===== config.mk =====
export PLATFORM = sky130hd
export DESIGN_NAME = round_robin_wait_times
export DESIGN_NICKNAME = d
export VERILOG_FILES = /design/src/rtl/rrwt_pkg.sv /design/src/rtl/rrwt_div.sv /design/src/rtl/round_robin_wait_times.sv
export SDC_FILE = /design/constraint.sdc
export NUM_CORES = 1
export LEC_CHECK = 0
export ABC_CLOCK_PERIOD_IN_PS = 8450
export BUFFER_PORTS_ARGS = -buffer_cell sky130_fd_sc_hd__buf_2
export CAP_MARGIN = 30
export CORE_ASPECT_RATIO = 1.75
export CORE_UTILIZATION = 55
export CTS_BUF_LIST = sky130_fd_sc_hd__clkbuf_4 sky130_fd_sc_hd__clkbuf_8
export CTS_CLUSTER_SIZE = 12
export DETAILED_ROUTE_END_ITERATION = 6
export GPL_TIMING_DRIVEN = 0
export PLACE_DENSITY = 0.74
export SYNTH_ARGS = -nofsm -noshare
export SYNTH_HDL_FRONTEND = slang
export SYNTH_SLANG_ARGS = --single-unit

===== constraint.sdc =====
create_clock -name clk_i -period 8.45 [get_ports clk_i]
set_clock_uncertainty 0.05 [all_clocks]
set_input_delay 1.2675 -clock clk_i [delete_from_list [all_inputs] [get_ports clk_i]]
set_output_delay 1.2675 -clock clk_i [all_outputs]
set_load 0.02 [all_outputs]

===== src/rtl/rrwt_pkg.sv =====
package rrwt_pkg;

  // Job store sizing and field widths.
  localparam int unsigned MaxJobs   = 16;
  localparam int unsigned JobBits   = 4;
  localparam int unsigned CountBits = 5;
  localparam int unsigned BurstBits = 8;
  localparam int unsigned TimeBits  = 12;
  localparam int unsigned SumBits   = 16;
  localparam int unsigned CfgBits   = 8;

  typedef logic [JobBits-1:0]   job_t;
  typedef logic [CountBits-1:0] count_t;
  typedef logic [BurstBits-1:0] burst_t;
  typedef logic [TimeBits-1:0]  time_t;
  typedef logic [SumBits-1:0]   sum_t;
  typedef logic [CfgBits-1:0]   cfg_data_t;
  typedef logic                 cfg_idx_t;

  // Register indexes of the configuration port.
  localparam cfg_idx_t CFG_QUANTUM   = 1'b0;
  localparam cfg_idx_t CFG_JOB_COUNT = 1'b1;

  // Register reset values.
  localparam burst_t QUANTUM_RESET   = 8'd3;
  localparam count_t JOB_COUNT_RESET = 5'd10;

endpackage


===== src/rtl/rrwt_div.sv =====
// Restoring divider: one quotient bit per cycle. The sum is divided by the job
// count, which is at most 16, so the partial remainder stays narrow.
module rrwt_div (
  input  logic                  clk_i,
  input  logic                  rst_ni,
  input  logic                  start_i,
  input  rrwt_pkg::sum_t        dividend_i,
  input  rrwt_pkg::count_t      divisor_i,
  output logic                  done_o,
  output rrwt_pkg::sum_t        quotient_o
);

  localparam int unsigned StepBits = $clog2(rrwt_pkg::SumBits);

  rrwt_pkg::sum_t           dvd_q;
  rrwt_pkg::count_t         rem_q;
  rrwt_pkg::count_t         dsr_q;
  logic [StepBits-1:0]      cnt_q;
  logic                     run_q;
  logic                     done_q;
  logic [rrwt_pkg::CountBits:0] shifted;
  logic [rrwt_pkg::CountBits:0] diff;
  logic                     qbit;

  // Shift in the next dividend bit and try to subtract the divisor.
  always_comb begin
    shifted = {rem_q, dvd_q[rrwt_pkg::SumBits-1]};
    diff    = shifted - {1'b0, dsr_q};
    qbit    = (shifted >= {1'b0, dsr_q});
  end

  // Control: iteration count and completion pulse.
  always_ff @(posedge clk_i or negedge rst_ni) begin
    if (!rst_ni) begin
      run_q  <= 1'b0;
      cnt_q  <= '0;
      done_q <= 1'b0;
    end else begin
      done_q <= 1'b0;
      if (start_i) begin
        run_q <= 1'b1;
        cnt_q <= '0;
      end else if (run_q) begin
        cnt_q <= cnt_q + StepBits'(1);
        if (cnt_q == StepBits'(rrwt_pkg::SumBits - 1)) begin
          run_q  <= 1'b0;
          done_q <= 1'b1;
        end
      end
    end
  end

  // Datapath: the dividend register collects the quotient bits.
  always_ff @(posedge clk_i) begin
    if (start_i) begin
      dvd_q <= dividend_i;
      dsr_q <= divisor_i;
      rem_q <= '0;
    end else if (run_q) begin
      dvd_q <= {dvd_q[rrwt_pkg::SumBits-2:0], qbit};
      rem_q <= qbit ? diff[rrwt_pkg::CountBits-1:0] : shifted[rrwt_pkg::CountBits-1:0];
    end
  end

  assign done_o     = done_q;
  assign quotient_o = dvd_q;

endmodule


===== src/rtl/round_robin_wait_times.sv =====
// Channel   | Ports                                          | Direction
// ----------+------------------------------------------------+----------
// job in    | start, busy, burst_time_i                      | in, busy out
// result    | result_valid_o, job_index_o, wait_time_o,      | out
//           | turnaround_o, average_wait_o,                  |
//           | average_turnaround_o, last_o                   |
// config    | cfg_we_i, cfg_idx_i, cfg_wdata_i               | in
//
// A word that does not complete the load is stored and busy stays low. The word
// that completes it starts the run: the round robin loop visits the jobs in turn
// (a finished job is still visited but skipped), then two divisions (a start,
// the quotient steps and a done pulse) give the averages, then one result per
// cycle comes out, one per job of the run. Results come as one-cycle strobes on
// result_valid_o and cannot be stalled. After reset no run is in progress.
module round_robin_wait_times (
  input  logic                     clk_i,
  input  logic                     rst_ni,
  input  logic                     start,
  output logic                     busy,
  input  rrwt_pkg::burst_t         burst_time_i,
  input  logic                     cfg_we_i,
  input  rrwt_pkg::cfg_idx_t       cfg_idx_i,
  input  rrwt_pkg::cfg_data_t      cfg_wdata_i,
  output logic                     result_valid_o,
  output rrwt_pkg::job_t           job_index_o,
  output rrwt_pkg::time_t          wait_time_o,
  output rrwt_pkg::time_t          turnaround_o,
  output rrwt_pkg::time_t          average_wait_o,
  output rrwt_pkg::time_t          average_turnaround_o,
  output logic                     last_o
);

  localparam logic [2:0] ST_LOAD = 3'd0;
  localparam logic [2:0] ST_SIM  = 3'd1;
  localparam logic [2:0] ST_DIVW = 3'd2;
  localparam logic [2:0] ST_DIVT = 3'd3;
  localparam logic [2:0] ST_EMIT = 3'd4;

  localparam int unsigned TB = rrwt_pkg::TimeBits;
  localparam int unsigned BB = rrwt_pkg::BurstBits;
  localparam int unsigned CB = rrwt_pkg::CountBits;

  // Configuration registers.
  rrwt_pkg::burst_t  quantum_q;
  rrwt_pkg::count_t  job_count_q;

  // Job stores.
  rrwt_pkg::burst_t  burst_mem [rrwt_pkg::MaxJobs];
  rrwt_pkg::burst_t  remain_mem[rrwt_pkg::MaxJobs];
  rrwt_pkg::time_t   wait_mem  [rrwt_pkg::MaxJobs];

  // Sequencer state.
  logic [2:0]                   state_q;
  logic [rrwt_pkg::MaxJobs-1:0] fin_q;
  rrwt_pkg::count_t             fin_cnt_q;
  rrwt_pkg::count_t             loaded_q;
  rrwt_pkg::time_t              elapsed_q;
  rrwt_pkg::job_t               idx_q;
  rrwt_pkg::sum_t               sum_w_q;
  rrwt_pkg::sum_t               sum_t_q;
  logic                         div_start_q;
  rrwt_pkg::time_t              avg_w_q;
  rrwt_pkg::time_t              avg_t_q;

  // Result registers.
  logic                         valid_q;
  rrwt_pkg::job_t               out_idx_q;
  rrwt_pkg::time_t              out_wait_q;
  rrwt_pkg::time_t              out_turn_q;
  rrwt_pkg::time_t              out_avg_w_q;
  rrwt_pkg::time_t              out_avg_t_q;
  logic                         out_last_q;

  logic                         accept;
  rrwt_pkg::count_t             n_eff;
  rrwt_pkg::job_t               n_m1;
  rrwt_pkg::burst_t             q_eff;
  rrwt_pkg::job_t               slot;
  rrwt_pkg::count_t             slot_next;
  rrwt_pkg::burst_t             rem_cur;
  rrwt_pkg::burst_t             burst_cur;
  logic                         run_full;
  rrwt_pkg::burst_t             step;
  rrwt_pkg::time_t              elapsed_new;
  rrwt_pkg::time_t              wait_new;
  logic                         last_job;
  logic                         all_done;
  rrwt_pkg::time_t              turn_cur;
  rrwt_pkg::sum_t               div_dividend;
  logic                         div_done;
  rrwt_pkg::sum_t               div_quot;

  assign accept = start && (state_q == ST_LOAD);
  assign busy   = (state_q != ST_LOAD);

  // Clamp the configuration to usable values.
  always_comb begin
    if (job_count_q == '0) begin
      n_eff = CB'(1);
    end else if (job_count_q > CB'(rrwt_pkg::MaxJobs)) begin
      n_eff = CB'(rrwt_pkg::MaxJobs);
    end else begin
      n_eff = job_count_q;
    end
    n_m1  = rrwt_pkg::JobBits'(n_eff - CB'(1));
    q_eff = (quantum_q == '0) ? BB'(1) : quantum_q;
  end

  // Load slot, saturating at the last store entry.
  always_comb begin
    slot      = (loaded_q >= CB'(rrwt_pkg::MaxJobs)) ? rrwt_pkg::JobBits'(rrwt_pkg::MaxJobs - 1)
                                                     : loaded_q[rrwt_pkg::JobBits-1:0];
    slot_next = {1'b0, slot} + CB'(1);
  end

  // One round robin visit: run a quantum or finish the job.
  always_comb begin
    rem_cur     = remain_mem[idx_q];
    burst_cur   = burst_mem[idx_q];
    run_full    = (rem_cur > q_eff);
    step        = run_full ? q_eff : rem_cur;
    elapsed_new = elapsed_q + TB'(step);
    wait_new    = elapsed_new - TB'(burst_cur);
    last_job    = (idx_q == n_m1);
    all_done    = (fin_cnt_q + CB'(1) == n_eff);
    turn_cur    = wait_mem[idx_q] + TB'(burst_cur);
  end

  // Divider operand: sum of waits first, then sum of turnarounds.
  assign div_dividend = (state_q == ST_DIVW) ? sum_w_q : sum_t_q;

  rrwt_div u_div (
    .clk_i      (clk_i),
    .rst_ni     (rst_ni),
    .start_i    (div_start_q),
    .dividend_i (div_dividend),
    .divisor_i  (n_eff),
    .done_o     (div_done),
    .quotient_o (div_quot)
  );

  // Configuration writes.
  always_ff @(posedge clk_i or negedge rst_ni) begin
    if (!rst_ni) begin
      quantum_q   <= rrwt_pkg::QUANTUM_RESET;
      job_count_q <= rrwt_pkg::JOB_COUNT_RESET;
    end else if (cfg_we_i) begin
      case (cfg_idx_i)
        rrwt_pkg::CFG_QUANTUM:   quantum_q   <= cfg_wdata_i;
        rrwt_pkg::CFG_JOB_COUNT: job_count_q <= cfg_wdata_i[CB-1:0];
        default: ;
      endcase
    end
  end

  // Job stores: loaded on accepted words, updated on each visit to an unfinished job.
  always_ff @(posedge clk_i) begin
    if (accept) begin
      burst_mem[slot]  <= burst_time_i;
      remain_mem[slot] <= burst_time_i;
    end else if (state_q == ST_SIM && !fin_q[idx_q]) begin
      remain_mem[idx_q] <= rem_cur - step;
      if (!run_full) begin
        wait_mem[idx_q] <= wait_new;
      end
    end
  end

  // Sequencer.
  always_ff @(posedge clk_i or negedge rst_ni) begin
    if (!rst_ni) begin
      state_q     <= ST_LOAD;
      fin_q       <= '0;
      fin_cnt_q   <= '0;
      loaded_q    <= '0;
      elapsed_q   <= '0;
      idx_q       <= '0;
      sum_w_q     <= '0;
      sum_t_q     <= '0;
      div_start_q <= 1'b0;
    end else begin
      div_start_q <= 1'b0;
      case (state_q)
        ST_LOAD: begin
          if (accept) begin
            loaded_q <= slot_next;
            if (slot_next >= n_eff) begin
              state_q <= ST_SIM;
              idx_q   <= '0;
            end
          end
        end
        ST_SIM: begin
          if (!fin_q[idx_q]) begin
            elapsed_q <= elapsed_new;
            if (!run_full) begin
              fin_q[idx_q] <= 1'b1;
              fin_cnt_q    <= fin_cnt_q + CB'(1);
              sum_w_q      <= sum_w_q + rrwt_pkg::SumBits'(wait_new);
              sum_t_q      <= sum_t_q + rrwt_pkg::SumBits'(elapsed_new);
              if (all_done) begin
                state_q     <= ST_DIVW;
                div_start_q <= 1'b1;
              end
            end
          end
          idx_q <= last_job ? '0 : idx_q + rrwt_pkg::JobBits'(1);
        end
        ST_DIVW: begin
          if (div_done) begin
            state_q     <= ST_DIVT;
            div_start_q <= 1'b1;
          end
        end
        ST_DIVT: begin
          if (div_done) begin
            state_q <= ST_EMIT;
            idx_q   <= '0;
          end
        end
        ST_EMIT: begin
          idx_q <= idx_q + rrwt_pkg::JobBits'(1);
          if (last_job) begin
            // Run complete: clear the run state for the next load.
            state_q   <= ST_LOAD;
            fin_q     <= '0;
            fin_cnt_q <= '0;
            loaded_q  <= '0;
            elapsed_q <= '0;
            sum_w_q   <= '0;
            sum_t_q   <= '0;
          end
        end
        default: state_q <= ST_LOAD;
      endcase
    end
  end

  // Averages captured from the divider.
  always_ff @(posedge clk_i) begin
    if (div_done && state_q == ST_DIVW) begin
      avg_w_q <= TB'(div_quot);
    end
    if (div_done && state_q == ST_DIVT) begin
      avg_t_q <= TB'(div_quot);
    end
  end

  // Result strobe.
  always_ff @(posedge clk_i or negedge rst_ni) begin
    if (!rst_ni) begin
      valid_q <= 1'b0;
    end else begin
      valid_q <= (state_q == ST_EMIT);
    end
  end

  // Result word.
  always_ff @(posedge clk_i) begin
    if (state_q == ST_EMIT) begin
      out_idx_q   <= idx_q;
      out_wait_q  <= wait_mem[idx_q];
      out_turn_q  <= turn_cur;
      out_avg_w_q <= last_job ? avg_w_q : '0;
      out_avg_t_q <= last_job ? avg_t_q : '0;
      out_last_q  <= last_job;
    end
  end

  assign result_valid_o       = valid_q;
  assign job_index_o          = out_idx_q;
  assign wait_time_o          = out_wait_q;
  assign turnaround_o         = out_turn_q;
  assign average_wait_o       = out_avg_w_q;
  assign average_turnaround_o = out_avg_t_q;
  assign last_o               = out_last_q;

endmodule

# ---- Yosys cells after proc, flatten, opt, wreduce, memory -nomap -nowiden
# Memories as Yosys holds them, arrays and structs flattened.
# Cells that the tools add are included.
dict set report word_totals {
  register_bits 201
  latchBits 0
  ramBits 448
  romBits 0
  inputBits 21
  word_cells 158
  memories 3
}
dict set report classes {
  addsub 12
  n_mul 0
  n_div 0
  order_cmp 7
  eq_ne 15
  shifts 0
  mux 71
  bitwise_logic 2
  reduce_logical 22
}
# name words width rd rd_clocked_by_memory_dff wr line
set memory_table {}
lappend memory_table {wait_mem 16 12 1 0 1 round_robin_wait_times.sv:50} ;# rrwt_pkg::time_t wait_mem [rrwt_pkg::MaxJobs];
lappend memory_table {burst_mem 16 8 1 0 1 round_robin_wait_times.sv:48} ;# rrwt_pkg::burst_t burst_mem [rrwt_pkg::MaxJobs];
lappend memory_table {remain_mem 16 8 1 0 1 round_robin_wait_times.sv:49} ;# rrwt_pkg::burst_t remain_mem[rrwt_pkg::MaxJobs];
# operator n
set op_table {}
lappend op_table {{$mux W16} 10}
lappend op_table {{$pmux W16 S2} 3}
lappend op_table {{$mux W5} 7}
lappend op_table {{$add A16 B12 Y16} 2}
lappend op_table {{$mux W4} 8}
lappend op_table {{$add A12 B8 Y12} 2}
lappend op_table {{$mux W12} 2}
lappend op_table {{$mux W3} 8}
lappend op_table {{$mux W8} 3}
lappend op_table {{$pmux W12 S2} 1}
lappend op_table {{$mux W1} 22}
lappend op_table {{$pmux W5 S2} 2}
lappend op_table {{$or A16 B16 Y16} 1}
lappend op_table {{$pmux W4 S4} 1}
lappend op_table {{$pmux W3 S5} 1}
lappend op_table {{$sub A12 B8 Y12} 1}
lappend op_table {{$ne A2 B2 Y1 const B} 5}
lappend op_table {{$add A4 B1 Y4 const B} 2}
lappend op_table {{$gt A8 B8 Y1} 1}
lappend op_table {{$logic_not A8 Y1} 1}
lappend op_table {{$reduce_and A4 Y1} 2}
lappend op_table {{$reduce_and A8 Y1} 1}
lappend op_table {{$reduce_or A8 Y1} 1}
lappend op_table {{$sub A8 B8 Y8} 1}
lappend op_table {{other kinds (30)} 41}

# ---- Longest topological paths before layout
# Gate-level depths: netlist of run 1.
dict set report logic_depth {
  ltp_word 10
  ltp_mapped 39
}

# ---- Cells and area by module
# A second synthesis of run 1 with hierarchy kept.
dict set report hier_totals {
  cells_unflattened 1735
  hier_area_um2 28394.7
}
# module n_inst cells_per_inst area_per_inst_um2 seq_area_each_um2
set modules_own_cells {}
lappend modules_own_cells {round_robin_wait_times 1 1617 26830.7 18072.3}
lappend modules_own_cells {rrwt_div 1 118 1564.0 880.8}

# ---- Worst setup path after synthesis of run 1
# OpenSTA, ideal clock, no wires.
dict set report synth_timing {
  path_type {reg-to-reg}
  from {reg idx_q[0]}
  to {reg sum_w_q[14]}
  setup_ps 132
  t_arrival_ps 8297
  required_time_ps 8268
  path_slack_ps -29
  stages_incl_launch_ff 37
  path_buffers 7
  synth_period_minus_slack_ps 8479
  path_cell_list {dfrtp_1 buf_6 buf_12 buf_4 buf_4 buf_2 buf_2 mux4_2 mux4_2 inv_1 ha_1 nor2b_1 o21a_1 o21a_1 o21ai_0 nand3b_1 nand2_1 clkbuf_1 a21o_1 inv_1 fa_1 nand3b_1 nand2_1 xor2_1 ha_1 a21o_1 a21o_1 a32o_2 nor2_1 xor2_1 ha_1 a21o_1 a2111oi_0 or3_1 a211oi_1 xnor2_1 nor2_1}
}
dict set report synth_between {
  elab_chain_cells 9
  word_cells_on_any_way 17
  classes_between {3 x add/sub; 1 x order compare; 4 x eq/ne; 6 x mux; 1 x reduce/logical; 2 x memory}
}
# item line
set synth_rtl {}
lappend synth_rtl {{from (decl)} round_robin_wait_times.sv:58} ;# rrwt_pkg::job_t idx_q;
lappend synth_rtl {{from (signal assigned)} round_robin_wait_times.sv:207} ;# idx_q <= last_job ? '0 : idx_q + rrwt_pkg::JobBits'(1);
lappend synth_rtl {{from (signal assigned)} round_robin_wait_times.sv:222} ;# idx_q <= idx_q + rrwt_pkg::JobBits'(1);
lappend synth_rtl {{$mem_v2 Z16 W8} n/a}
lappend synth_rtl {{$gt A8 B8 Y1} round_robin_wait_times.sv:120} ;# run_full = (rem_cur > q_eff);
lappend synth_rtl {{$mux W8} round_robin_wait_times.sv:121} ;# step = run_full ? q_eff : rem_cur;
lappend synth_rtl {{$add A12 B8 Y12} round_robin_wait_times.sv:122} ;# elapsed_new = elapsed_q + TB'(step);
lappend synth_rtl {{$sub A12 B8 Y12 (*)} round_robin_wait_times.sv:123} ;# wait_new = elapsed_new - TB'(burst_cur);
lappend synth_rtl {{net wait_new[8]} round_robin_wait_times.sv:85} ;# rrwt_pkg::time_t wait_new;
lappend synth_rtl {{$add A16 B12 Y16 (*)} round_robin_wait_times.sv:199} ;# sum_w_q <= sum_w_q + rrwt_pkg::SumBits'(wait_new);
lappend synth_rtl {{$mux W16 (*)} round_robin_wait_times.sv:196} ;# if (!run_full) begin
lappend synth_rtl {{$mux W16 (*)} round_robin_wait_times.sv:194} ;# if (!fin_q[idx_q]) begin
lappend synth_rtl {{$pmux W16 S2 (*)} round_robin_wait_times.sv:183} ;# case (state_q)
lappend synth_rtl {{to (signal assigned)} round_robin_wait_times.sv:199}
lappend synth_rtl {{to (decl)} round_robin_wait_times.sv:59} ;# rrwt_pkg::sum_t sum_w_q;
# Mark *: on every way through the listed nets, which the timed path passes. The rest lies on a longest branch. The select of a mux whose other input is x is not followed.
# A chain may end at the register's enable or synchronous reset.

# ---- Final worst setup path of run 1
dict set report layout_timing {
  from {reg idx_q[0]}
  to {reg sum_w_q[15]}
}
# The elaborated chain is that of the path after synthesis.

==> metrics, run 1 <==
max-slew violations 0; Worst-path clk slew approximately 0.07 ns; fill count 3664; final setup vio count 0; Worst-Margin Slew roughly 1.0 ns; first-pass GRT wire length just over 100000 µm; Worst Path Required about 9.0 ns; most frequent cells in the layout edfxtp_1 (546), mux4_2 (143), nor2_1 (97), clkbuf_8 (93); die area 0.0529 mm²; Synth Instances ~1800; dominant cell type by area after synthesis edfxtp_1; H-tree level count 3; core box area between 0.05 and 0.06 mm²; clock sink count between 600 and 700; CP Buf/Inv Count 4; post-route ant nets 0; CP max stage cell mux4_2; CTS root buf clkbuf_8; slack of the critical path roughly 0.3 ns; unrepaired setup endpoints after global routing false; Layout area overhead 12.5%; I/O pin total 76; Synth Flop Type edfxtp_1; Tcrit/Tclk final between 90% and 100%; Fin Hold WS between 0.4 and 0.5 ns; Port Buffers 75; CTS max path bufs 3; GR Util All Layers between 20% and 30%; fin crit period 8.15 ns; Fmax approximately 120 MHz; 1st-pass router iterations 5; GRT Residual Overflow 0; R2R Path Start idx_q[0]$_DFFE_PN0P_; crit path max fanout 14; vias per cell about 6.1; CTS tree done; WL/cell 25.1 µm; share of the synthesized area in the top cell type a little under three fifths; num rows 110; startpoint types flop; leading cell type in the layout, fill and taps excluded edfxtp_1; Iter 0 DRT Violations 1275; clk_lat worst skew 0.69 ns; Post-synth EDFFs 546; syn_area_per_cell 16.0 µm²; syn_nets about 1900; max-cap viol count 0; Routed WL a little under 70000 µm; hold worst-path end u_div.rem_q[4]$_SDFFE_PP0P_; FFs w/ async S/R, synth approximately 15%; antenna violations before repair 1; status complete, no violations; Crit Reg-Reg Endpoint sum_w_q[15]$_DFFE_PN0P_; Finished Core Util a little over three fifths; Relative slew margins 30.4%; DRC violations left 0; Cell Area, Synth about 0.029 mm²; Worst setup EP type flop; Area contributors post-synth edfxtp_1 (57%), mux4_2 (11%), dfrtp_1 (8.2%); hold buffer count at CTS 0; Crit path max-delay family adder cells; Ys Warns 0; Reg2Reg Setup Slack approximately 0.30 ns; CP max stage delay about 0.56 ns; Die Span Y around 300 µm; cell count of the worst reg-to-reg path 31; Die Wd ~170 µm; DR vias roughly 17000; sequential share of the synthesized area around two thirds; post-synthesis register bit count between 600 and 700; Num CTS Buffers 87; pre-CTS setup slack -2.26 ns; library cells used by synthesis 76; Placer Congestion about 0.92; starting density of the core around 56%; vias in the first global route about 17000; Final Hold Vio Count 0; worst hold start u_div.rem_q[4]$_SDFFE_PP0P_; # nets final roughly 2100; WHS Path Cells 2; crit path kind reg2reg; worst path arrival time ~8.7 ns; largest net degree at the start of global routing 67; Post-DP HPWL 48300 µm; fraction of layout instances using a drive strength above 1 around a quarter; hold crit path type reg2reg; cell mode on critical path a21o_1
-- flip-flops by register name, summed over array words and instances (netlist names), 4 cells and up --
register and flops:
wait_mem 192, burst_mem 128, remain_mem 128, fin_q 16, sum_t_q 16, sum_w_q 16
u_div.quotient_o 16, average_turnaround_o 12, average_wait_o 12, avg_t_q 12, avg_w_q 12, elapsed_q 12
turnaround_o 12, wait_time_o 12, quantum_q 8, fin_cnt_q 5, job_count_q 5, loaded_q 5
u_div.dsr_q 5, u_div.rem_q 5, idx_q 4, job_index_o 4, u_div.cnt_q 4
-- layer usage --
layer  vias up  part of all wire, %  GRT usage [%]
li1       7291                    -              -
met3       235                  5.1           3.86
met2       674                   54           48.7
met1      8380                   34           27.5
met4         0                  7.1           19.2
met5         -                    0              0
-- metrics by stage --
stage	area (µm²)	setup TNS, ns	std cells
2_1_floorplan	28600	0	1782
3_3_place_gp	29800	-164.49	2529
3_5_place_dp	30000	-102.06	2550
4_1_cts	32000	0	2709
5_1_grt	32100	0	2714
6_report	32100	0	2714
-- cell type report --
type | count | area, µm² | share of cell area [%]
sequential | 649 | 19000 | 59.0
multi-input combinational | 982 | 9200 | 28.6
clock buffer | 119 | 1480 | 4.59
tap | 672 | 841 | 2.62
timing repair buffer | 110 | 732 | 2.28
buffer | 71 | 385 | 1.20
inverter | 74 | 283 | 0.881
clock inverter | 36 | 236 | 0.736
antenna | 1 | 2.50 | 0.00779
-- synthesized netlist by cell type (8+ instances only) --
library cell and count:
edfxtp_1 546, mux4_2 143, nor2_1 98, dfrtp_1 94, nand2_1 92, ha_1 81, o21ai_0 80, inv_1 72
a21oi_1 61, clkbuf_1 49, xnor2_1 47, and2_1 42, a21o_1 33, nand3_1 31, xor2_1 30, and3_1 27
a31oi_1 26, mux2i_1 20, nor2b_1 16, buf_2 15, nand2b_1 15, nor3_1 11, o31ai_1 10, mux2_2 9
buf_1 8
-- worst min-delay path, cell delays in order, from the launching register on --
cell	delay [ns]
dfxtp_1	0.33
nand2_1	0.05
o41ai_1	0.05
-- cell families (layout without fill, tap and decap cells) --
family / count (synthesis) / after routing / synth area share (%)
XOR/XNOR: 78 / 78 / 2.42
AND/OR/NAND/NOR: 358 / 358 / 6.09
AO/OA/AOI/OAI: 281 / 281 / 6.28
buffers and inverters: 151 / 410 / 2.18
other: 0 / 1 / 0
adder cells (fa/ha/maj): 91 / 91 / 4.15
flip-flops: 649 / 649 / 66.4
multiplexers: 174 / 174 / 12.5
-- what timing repair did --
| item | in CTS | in global routing |
|---|---|---|
| gates resized for setup | 48 | 20 |
| pin swaps | 2 | 2 |
| cloned | 0 | 1 |
| buffers inserted | 8 | 2 |
| endpoints found under the hold margin | 0 | 0 |
| setup endpoints to repair | 157 | 6 |
-- how the worst max path moves through the flow --
stage / cells past startpoint / startpoint / endpoint / slack (ns)
after detailed placement: 33 / idx_q[1]$_DFFE_PN0P_ / sum_w_q[14]$_DFFE_PN0P_ / -2.26
after CTS: 34 / idx_q[0]$_DFFE_PN0P_ / sum_w_q[15]$_DFFE_PN0P_ / 0.01
after global routing: 29 / idx_q[0]$_DFFE_PN0P_ / sum_w_q[15]$_DFFE_PN0P_ / 0.01
after global placement: 34 / idx_q[1]$_DFFE_PN0P_ / sum_w_q[14]$_DFFE_PN0P_ / -2.55
after floorplan: 37 / idx_q[0]$_DFFE_PN0P_ / sum_w_q[14]$_DFFE_PN0P_ / 0.09
final: 31 / idx_q[0]$_DFFE_PN0P_ / sum_w_q[15]$_DFFE_PN0P_ / 0.30
Power of run 1 is left out: the tool's default activity adds up to more than one toggle a clock period on the data nets, which glitch-free logic cannot reach.
==> run 2, diff against run 1 <==
--- a/config.mk
+++ b/config.mk
@@ -8,7 +8,7 @@
 export ABC_CLOCK_PERIOD_IN_PS = 8450
 export BUFFER_PORTS_ARGS = -buffer_cell sky130_fd_sc_hd__buf_2
 export CAP_MARGIN = 30
-export CORE_ASPECT_RATIO = 1.75
+export CORE_ASPECT_RATIO = 0.9
 export CORE_UTILIZATION = 55
 export CTS_BUF_LIST = sky130_fd_sc_hd__clkbuf_4 sky130_fd_sc_hd__clkbuf_8
 export CTS_CLUSTER_SIZE = 12
==> run 2 against run 1 <==
  * Design area increased by 1.1%
  * Hold slack improved by 0.0037 ns
  * Utilization increased by 1.3 points
  * Die area about the same
  * Critical path type unchanged
  * Routed wire length decreased by 2.9%
  * Via count increased by 0.19%
  * Sequential cell count unchanged
  * Register-to-register slack improved by 0.12 ns
  * First-iteration DRC count increased by 48%
  * Clock-buffer cell count increased by 13
  * Global-route usage decreased by 0.85 points
==> metrics, run 2 (synthesis gave the netlist of run 1 again) <==
I/O pin total 76 (unchanged); vias in the first global route 16600 (-5.2%); CP max stage delay 0.57 ns (about the same); GRT Residual Overflow 0 (unchanged); max-slew violations 0 (unchanged); crit path max fanout 17 (+3); final setup vio count 0 (unchanged); hold buffer count at CTS 0 (unchanged); hold crit path type reg2reg; R2R Path Start idx_q[0]$_DFFE_PN0P_; status complete, no violations; H-tree level count 3 (unchanged); Placer Congestion 0.880 (-4.5%); clock sink count 649 (unchanged); cell mode on critical path a21oi_1; non-filler instance count after layout 2753 (+1.4%); first-pass GRT wire length 99500 µm (-2.6%); Routed WL 66100 µm (-2.9%); Largest regs wait_mem x192, burst_mem x128, remain_mem x128; die area 0.0528 mm² (about the same); area post-placement 0.0300 mm² (about the same); crit path kind reg2reg; num rows 78 (-29%); Tcrit/Tclk final 95.1% (-1.4 points); leading cell type in the layout, fill and taps excluded edfxtp_1; startpoint types flop; fraction of layout instances using a drive strength above 1 23.6% (+0.082 points); Iter 0 DRT Violations 1886 (+48%); WL/cell 24.0 µm (-4.3%); Fmax 124 MHz (+1.4%); Worst-Margin Slew 1.04 ns (+0.00333 ns); cell count of the worst reg-to-reg path 31 (unchanged); starting density of the core 56.2% (+0.54 points); vias per cell 6.03 (-1.2%); max-cap viol count 0 (unchanged); GR Util All Layers 25.6% (-0.85 points); largest net degree at the start of global routing 52 (-22%); worst hold start u_div.rem_q[4]$_SDFFE_PP0P_; routed length on met1 27300 µm (+19%); Crit Reg-Reg Endpoint sum_w_q[15]$_DFFE_PN0P_; antenna violations before repair 4 (+3); met2 routed WL 31500 µm (-15%); Reg2Reg Setup Slack 0.41 ns (+0.12 ns); met3 wire length 5620 µm (+61%); # nets final 2097 (+0.62%); Final Hold Vio Count 0 (unchanged); Layout area overhead 13.7%; Port Buffers 75 (unchanged); DRC violations left 0 (unchanged); core box area 0.0508 mm² (-0.96%); Top reg by flops wait_mem; Design Area, Final 0.0325 mm² (+1.1%); CP max stage cell fa_1; max reg flops 192 (unchanged); clk_lat worst skew 0.72 ns (+0.03 ns); worst path arrival time 8.54 ns (-0.14 ns); CTS tree done; Worst-path clk slew 0.06 ns (about the same); Post-DP HPWL 44900 µm (-7.1%); DP Cell Count 2563 (+0.51%); Die Wd 242 µm (+39%); CTS max path bufs 3 (unchanged); hold worst-path end u_div.rem_q[4]$_SDFFE_PP0P_; Worst setup EP type flop; Die Span Y 218 µm (-28%); Worst Path Required 8.95 ns (-0.03 ns); WHS Path Cells 2 (unchanged); DR vias 16600 (+0.19%); most frequent cells in the layout edfxtp_1 (546), mux4_2 (143), clkbuf_8 (107), nor2_1 (98); 1st-pass router iterations 5 (unchanged); Relative slew margins 30.2% (-0.22 points); Num CTS Buffers 100 (+15%); top sig layer met5; fin crit period 8.04 ns (-0.116 ns); CTS root buf clkbuf_8; post-route ant nets 0 (unchanged)
run 2: worst max-delay path: cells and delay by family (launching register included):
kind / cells / cell delay [ns]
compound gates: 11 / 2.04
fa+ha+maj: 5 / 1.76
buf+inv: 7 / 1.43
flops: 1 / 0.43
mux: 3 / 1.43
simple gates: 5 / 0.69
run 2: per-stage QoR:
stage          util (%)  setup TNS [ns]  hold slack (ns)  setup WS [ns]
6_report           63.8               0            0.412          0.414
3_5_place_dp       59.1          -50.40            0.401          -1.95
2_1_floorplan         -               0            0.371         0.0858
4_1_cts            63.7               0            0.416         0.0962
5_1_grt            63.8        -0.00102            0.442       -0.00102
3_3_place_gp       58.6         -108.11            0.391          -2.28
run 2: area by class of cell:
class	count	area, µm²
Timing Repair Buffer	108	701
Buffer	73	398
Inverter	74	279
Clock buffer	132	1660
Antenna cell	1	2.50
Clock inverter	54	528
Sequential cell	649	19000
Tap cell	680	851
Multi-Input combinational cell	982	9080
Fill cell	3613	18400
run 2: worst max-delay path by stage:
| stage | from | to | slack (ns) |
|---|---|---|---|
| floorplan | idx_q[0]$_DFFE_PN0P_ | sum_w_q[14]$_DFFE_PN0P_ | 0.09 |
| global placement | idx_q[1]$_DFFE_PN0P_ | sum_w_q[14]$_DFFE_PN0P_ | -2.28 |
| detailed placement | idx_q[1]$_DFFE_PN0P_ | sum_w_q[15]$_DFFE_PN0P_ | -1.95 |
| finish | idx_q[0]$_DFFE_PN0P_ | sum_w_q[15]$_DFFE_PN0P_ | 0.41 |
| global route | idx_q[0]$_DFFE_PN0P_ | sum_w_q[12]$_DFFE_PN0P_ | -0.001 |
| CTS | idx_q[0]$_DFFE_PN0P_ | sum_w_q[14]$_DFFE_PN0P_ | 0.1 |
run 2: timing repair:
action,CTS,global route
setup buffers,2,3
gates cloned,0,1
gates resized for setup,37,15
pin swaps,0,1
setup endpoints to repair,117,6
run 2: per-layer routing:
layer | global-route usage [%] | vias to the layer above
met3 | 6.21 | 122
met2 | 40.6 | 775
met4 | 8.52 | 4
met1 | 35.2 | 8385
li1 | - | 7325
met5 | 0 | -
Power of run 2 is left out for the same reason.
